--- src/rtl/core/bpc_pkg.sv ---
// Shared types and constants for the barometric compensation pipeline.
// No dependencies; every other file refers to it by scoped names.
package bpc_pkg;

   typedef struct packed {
      logic [19:0] raw_temperature;
      logic [19:0] raw_pressure;
   } req_payload_type;

   typedef struct packed {
      logic signed [14:0] temp_centideg;
      logic [24:0]        press_pa_q8;
      logic               press_valid;
   } rsp_payload_type;

   // Trim words as raw 16-bit fields; signed ones are extended where used.
   typedef struct packed {
      logic [15:0] t1;
      logic [15:0] t2;
      logic [15:0] t3;
      logic [15:0] p1;
      logic [15:0] p2;
      logic [15:0] p3;
      logic [15:0] p4;
      logic [15:0] p5;
      logic [15:0] p6;
      logic [15:0] p7;
      logic [15:0] p8;
      logic [15:0] p9;
   } trim_type;

   localparam int TrimW = 48;

   localparam logic [1:0] REG_TEMP_TRIM    = 2'd0;
   localparam logic [1:0] REG_PRESS_TRIM_A = 2'd1;
   localparam logic [1:0] REG_PRESS_TRIM_B = 2'd2;
   localparam logic [1:0] REG_PRESS_TRIM_C = 2'd3;

   localparam logic signed [26:0] TF_OFFSET = 27'sd128000;
   localparam logic signed [20:0] TEMP_MIN  = -21'sd4000;
   localparam logic signed [20:0] TEMP_MAX  = 21'sd8500;
   localparam logic [63:0]        PRESS_MAX = 64'd33554431;
   localparam logic [63:0]        PRESS_BIAS = 64'h0000_8000_0000_0000;
   localparam logic [63:0]        NUM_SCALE = 64'd3125;
   localparam logic [20:0]        PRESS_FULL = 21'd1048576;

   localparam int DivSteps = 64;

   localparam logic [1:0] SKID_FULL = 2'd2;

   typedef struct packed {
      logic [30:0]        rem;
      logic [63:0]        dq;
      logic [30:0]        mb;
      logic               qneg;
      logic               zero;
      logic signed [14:0] temp;
   } div_stage_type;

endpackage

--- src/rtl/core/bpc_temp.sv ---
// Temperature stages: fine temperature t_fine and saturated centidegrees.
// Uses bpc_pkg types; four register stages.
module bpc_temp (
   input  logic                     clock,
   input  logic                     reset,
   input  logic                     en,
   input  logic                     in_vld,
   input  bpc_pkg::req_payload_type in_data,
   input  bpc_pkg::trim_type        trim,
   output logic                     out_vld,
   output logic signed [25:0]       out_tf,
   output logic signed [14:0]       out_temp,
   output logic [19:0]              out_adc_p
);

   logic [3:0]         vld_ff;
   logic [19:0]        adcp_ff [4];

   logic signed [17:0] x_dif;
   logic signed [16:0] d_dif;
   logic signed [33:0] dd_full;
   logic signed [33:0] ta1_in, ta1_ff;
   logic [31:0]        dd1_in, dd1_ff;
   logic signed [22:0] ta2_in, ta2_ff;
   logic signed [36:0] tb2_in, tb2_ff;
   logic signed [25:0] tf3_in, tf3_ff;
   logic signed [25:0] tf4_ff;
   logic signed [28:0] t5;
   logic signed [20:0] tc;
   logic signed [14:0] temp4_in, temp4_ff;

   always_comb begin
      x_dif = $signed({1'b0, in_data.raw_temperature[19:3]}) - $signed({1'b0, trim.t1, 1'b0});
      d_dif = $signed({1'b0, in_data.raw_temperature[19:4]}) - $signed({1'b0, trim.t1});
      ta1_in = $signed({{16{x_dif[17]}}, x_dif}) * $signed({{18{trim.t2[15]}}, trim.t2});
      dd_full = $signed({{17{d_dif[16]}}, d_dif}) * $signed({{17{d_dif[16]}}, d_dif});
      dd1_in = dd_full[31:0];

      tb2_in = $signed({17'b0, dd1_ff[31:12]}) * $signed({{21{trim.t3[15]}}, trim.t3});
      ta2_in = ta1_ff[33:11];

      tf3_in = $signed({{3{ta2_ff[22]}}, ta2_ff}) + $signed({{3{tb2_ff[36]}}, tb2_ff[36:14]});

      t5 = $signed({{3{tf3_ff[25]}}, tf3_ff}) * 29'sd5 + 29'sd128;
      tc = t5[28:8];
      if (tc < bpc_pkg::TEMP_MIN) begin
         temp4_in = bpc_pkg::TEMP_MIN[14:0];
      end else if (tc > bpc_pkg::TEMP_MAX) begin
         temp4_in = bpc_pkg::TEMP_MAX[14:0];
      end else begin
         temp4_in = tc[14:0];
      end
   end

   always_ff @(posedge clock) begin
      if (reset) begin
         vld_ff <= '0;
      end else if (en) begin
         vld_ff <= {vld_ff[2:0], in_vld};
      end
      if (en) begin
         ta1_ff     <= ta1_in;
         dd1_ff     <= dd1_in;
         ta2_ff     <= ta2_in;
         tb2_ff     <= tb2_in;
         tf3_ff     <= tf3_in;
         tf4_ff     <= tf3_ff;
         temp4_ff   <= temp4_in;
         adcp_ff[0] <= in_data.raw_pressure;
         for (int i = 1; i < 4; i++) begin
            adcp_ff[i] <= adcp_ff[i-1];
         end
      end
   end

   assign out_vld   = vld_ff[3];
   assign out_tf    = tf4_ff;
   assign out_temp  = temp4_ff;
   assign out_adc_p = adcp_ff[3];

endmodule

--- config.mk ---
export PLATFORM = sky130hd
export DESIGN_NAME = bpc_temp
export DESIGN_NICKNAME = d
export VERILOG_FILES = /design/src/rtl/core/bpc_pkg.sv /design/src/rtl/core/bpc_temp.sv
export SDC_FILE = /design/constraint.sdc
export NUM_CORES = 2
export LEC_CHECK = 0
export BUFFER_PORTS_ARGS = -buffer_cell sky130_fd_sc_hd__buf_2
export CORE_MARGIN = 3
export CORE_UTILIZATION = 50
export CTS_CLUSTER_SIZE = 24
export DETAILED_ROUTE_END_ITERATION = 12
export PLACE_DENSITY_LB_ADDON = 0.15
export SETUP_SLACK_MARGIN = 0.15
export SYNTH_ARGS = -nofsm -noshare
export SYNTH_HDL_FRONTEND = slang
export SYNTH_SLANG_ARGS = --single-unit
--- constraint.sdc ---
create_clock -name clock -period 18.4 [get_ports clock]
set_input_delay 0.92 -clock clock [delete_from_list [all_inputs] [get_ports clock]]
set_output_delay 0.92 -clock clock [all_outputs]
set_load 0.01 [all_outputs]
==> impl_metrics.yaml <==
drt:
  viasPerCell: 5.13
  wire_per_inst_um: 17.3
  drcViolationCount: 0
  drt_iter0_markers: 1496
  drt-total-wl_um: 90000
  antenna_left: 0
  vias: 26700
  first_pass_iters: 5
setup_path:
  worstRegToRegCells: 24
  start_kind: "primary input"
  r2r_slack_ns: 10.43
  rr_startpoint: "dd1_ff[18]$_DFFE_PP_"
  r2r_end: "tb2_ff[36]$_DFFE_PP_"
  crit_end: "ta1_ff[33]$_DFFE_PP_"
  slowest_delay_ns: 0.54
  worstPathMaxFanout: 16
  cp.arrival_ns: 10.55
  startpoint: "in_data[24]"
  cpLargestDelayFamily: "adder cells"
  critPathBufInv: 9
  end_kind: "flop"
  path_class: "in2reg"
  required_ns: 18.70
  path_depth: 40
  slowest_stage: "fa_1"
sta:
  skew_ns: 0.0155
  grt_setup_unrepaired: "false"
  finalCritPeriodShare_pct: 55.7
  relSlewSlack_pct: 26.1
  fin_ws_ns: 8.15
  hold_viol: 0
  timing.fmax_mhz: 97.6
  max_slew.worst_pin.slew_ns: 1.11
  setup-violations-final: 0
  final_max_slew_viol_count: 0
  setup_tns_ns: 0
  fin_crit_ns: 10.25
cts:
  cts_max_path_buffers: 3
  clock_latency_ns: 0.58
  cts_tree: "done"
  h-tree-depth: 1
  root_buffer: "clkbuf_16"
  cts_num_sinks: 236
  ctsHoldBuffers: 0
  postCtsSetupBuffers: 0
  clk_pin_slew_ns: 0.06
  cts_resized: 0
  numCtsBuffers: 26
layout:
  area_delta_synth_final_pct: 6.76
  final_common_cell: "inv_1"
  final_cells: 5198
  drive_above_1_share_pct: 6.63
  utilization_pct: 54.3
  multi_input_comb_area_sq_mm: 0.0292
  nFillCells: 7122
  nets: 5530
  layout_common_cells: "inv_1 (990), fa_1 (794), nand2_1 (476), ha_1 (371), and2_1 (248)"
  register_area_sq_mm: 0.00705
  n_antenna_cell: 0
global_routing:
  antenna_found_initial: 1
  grt_overflow: 0
  grt.total_usage_pct: 22.4
  grt_max_degree: 97
  grt_pass1_vias: 28800
  grt_pass1_wl_um: 152000
yosys:
  async_flop_share_pct: 0
  ys_warn_count: 0
  ys.flop_type: "edfxtp_1"
  synth_edf_count: 232
  synth_top_cell_by_area: "fa_1"
  synth_cell_types: 94
  post_synth.cell_area_avg_sq_um: 9.99
  yosysTopAreaCellShare_pct: 39.3
  synthCells: 4046
  syn_nets: 5447
  netlist_area_sq_mm: 0.0404
  ys_seq_area_share_pct: 17.4
  synth-seq-cells: 236
  synthTopCellsByArea: "fa_1 (39%), edfxtp_1 (17%), ha_1 (11%)"
run:
  cap_viol_max_count: 0
floorplanning:
  fp.dieH_um: 290
  die-area_sq_mm: 0.0843
  rows: 103
  coreArea_sq_mm: 0.0795
  start_util_pct: 50.9
  die_w_um: 290
  pin_count: 298
min_path:
  hp-start: "adcp_ff[1][1]$_DFFE_PP_"
  hold_class: "reg2reg"
place:
  portBuffers: 150
  place_ws_ns: 7.56
  gp_congestion: 0.841
  hpwl_um: 69900
  dp.cells: 5151
run_status:
  status: "finished clean"
[worst register-to-register path, delay by kind of cell, from the launching register on]
| family | cells | cell delay [ns] |
|---|---|---|
| adder cells (fa/ha/maj) | 7 | 3.31 |
| AO/OA/AOI/OAI | 9 | 2.72 |
| flip-flops | 1 | 0.81 |
| AND/OR/NAND/NOR | 2 | 0.45 |
| buffers and inverters | 5 | 0.26 |
| XOR/XNOR | 1 | 0.23 |
[through the flow]
step | hold slack, ns | instance area (sq um)
after detailed placement | 0.405 | 42300
after CTS | 0.413 | 43200
final | 0.413 | 43200
after global routing | 0.418 | 43200
after floorplan | 0.400 | 40400
after global placement | 0.400 | 42300
[layer usage]
layer  global-route usage [%]  routed length (um)
met5                        0                  13
met4                     4.94                2070
met3                     2.34                4700
met2                     37.6               43300
met1                     31.5               39900
[flip-flops by register name, indices dropped and copies added, names as in the netlist]
signal    count
out_temp     15
dd1_ff       20
tf3_ff       24
out_tf       24
vld_ff        4
ta2_ff       23
adcp_ff      80
tb2_ff       23
ta1_ff       23
[cells by family after synthesis]
logic type	synth area share, %
XOR/XNOR	3.21
multiplexers	0.201
flip-flops	17.4
adder cells (fa/ha/maj)	50.8
AO/OA/AOI/OAI	5.16
buffers and inverters	10.5
AND/OR/NAND/NOR	12.7
[how the worst min path moves through the flow]
| stage | to | slack [ns] | cells past startpoint |
|---|---|---|---|
| after floorplan | adcp_ff[1][0]$_DFFE_PP_ | 0.40 | 0 |
| after global placement | adcp_ff[3][16]$_DFFE_PP_ | 0.40 | 0 |
| after detailed placement | adcp_ff[1][10]$_DFFE_PP_ | 0.40 | 0 |
| after CTS | adcp_ff[2][1]$_DFFE_PP_ | 0.41 | 0 |
| after global routing | adcp_ff[2][14]$_DFFE_PP_ | 0.42 | 0 |
| final | adcp_ff[2][1]$_DFFE_PP_ | 0.41 | 0 |
[synthesized netlist by cell type, types with 3 or more instances]
cell         n
nand4_1      9
dfxtp_1      4
a31o_2       7
a21oi_1     62
nor3_1      29
o31ai_1      8
a211o_1      4
nand2b_1    36
a311o_1      3
and4_1       3
fa_1       794
inv_1      990
clkbuf_1   123
o211ai_1     7
nand3_1     22
nand2_1    476
a21o_1      38
or3_1       11
edfxtp_1   232
nor3b_1      4
and2_1     248
o22ai_1      3
mux2i_1      7
xnor2_1    107
xor2_1      41
clkinv_1     4
nor2b_1     25
nor2_1     163
and3_1      13
o21a_1      30
or4_1        4
ha_1       371
a2111oi_0    5
a211oi_1     9
or2_2        9
o21ai_0     42
o21bai_1     8
a21boi_0    11
a31oi_1     13
[final cells by class]
type / count / area share [%]
multi-input cells: 2685 / 67.6
flip-flops and latches: 236 / 16.3
inverters: 995 / 8.65
well taps: 1050 / 3.04
repair buffers: 185 / 2.37
clock buffers: 29 / 1.53
clock inverters: 18 / 0.441
Power is not shown: default switching activity piles up to over one toggle a cycle in this logic, so the estimate is an artifact.
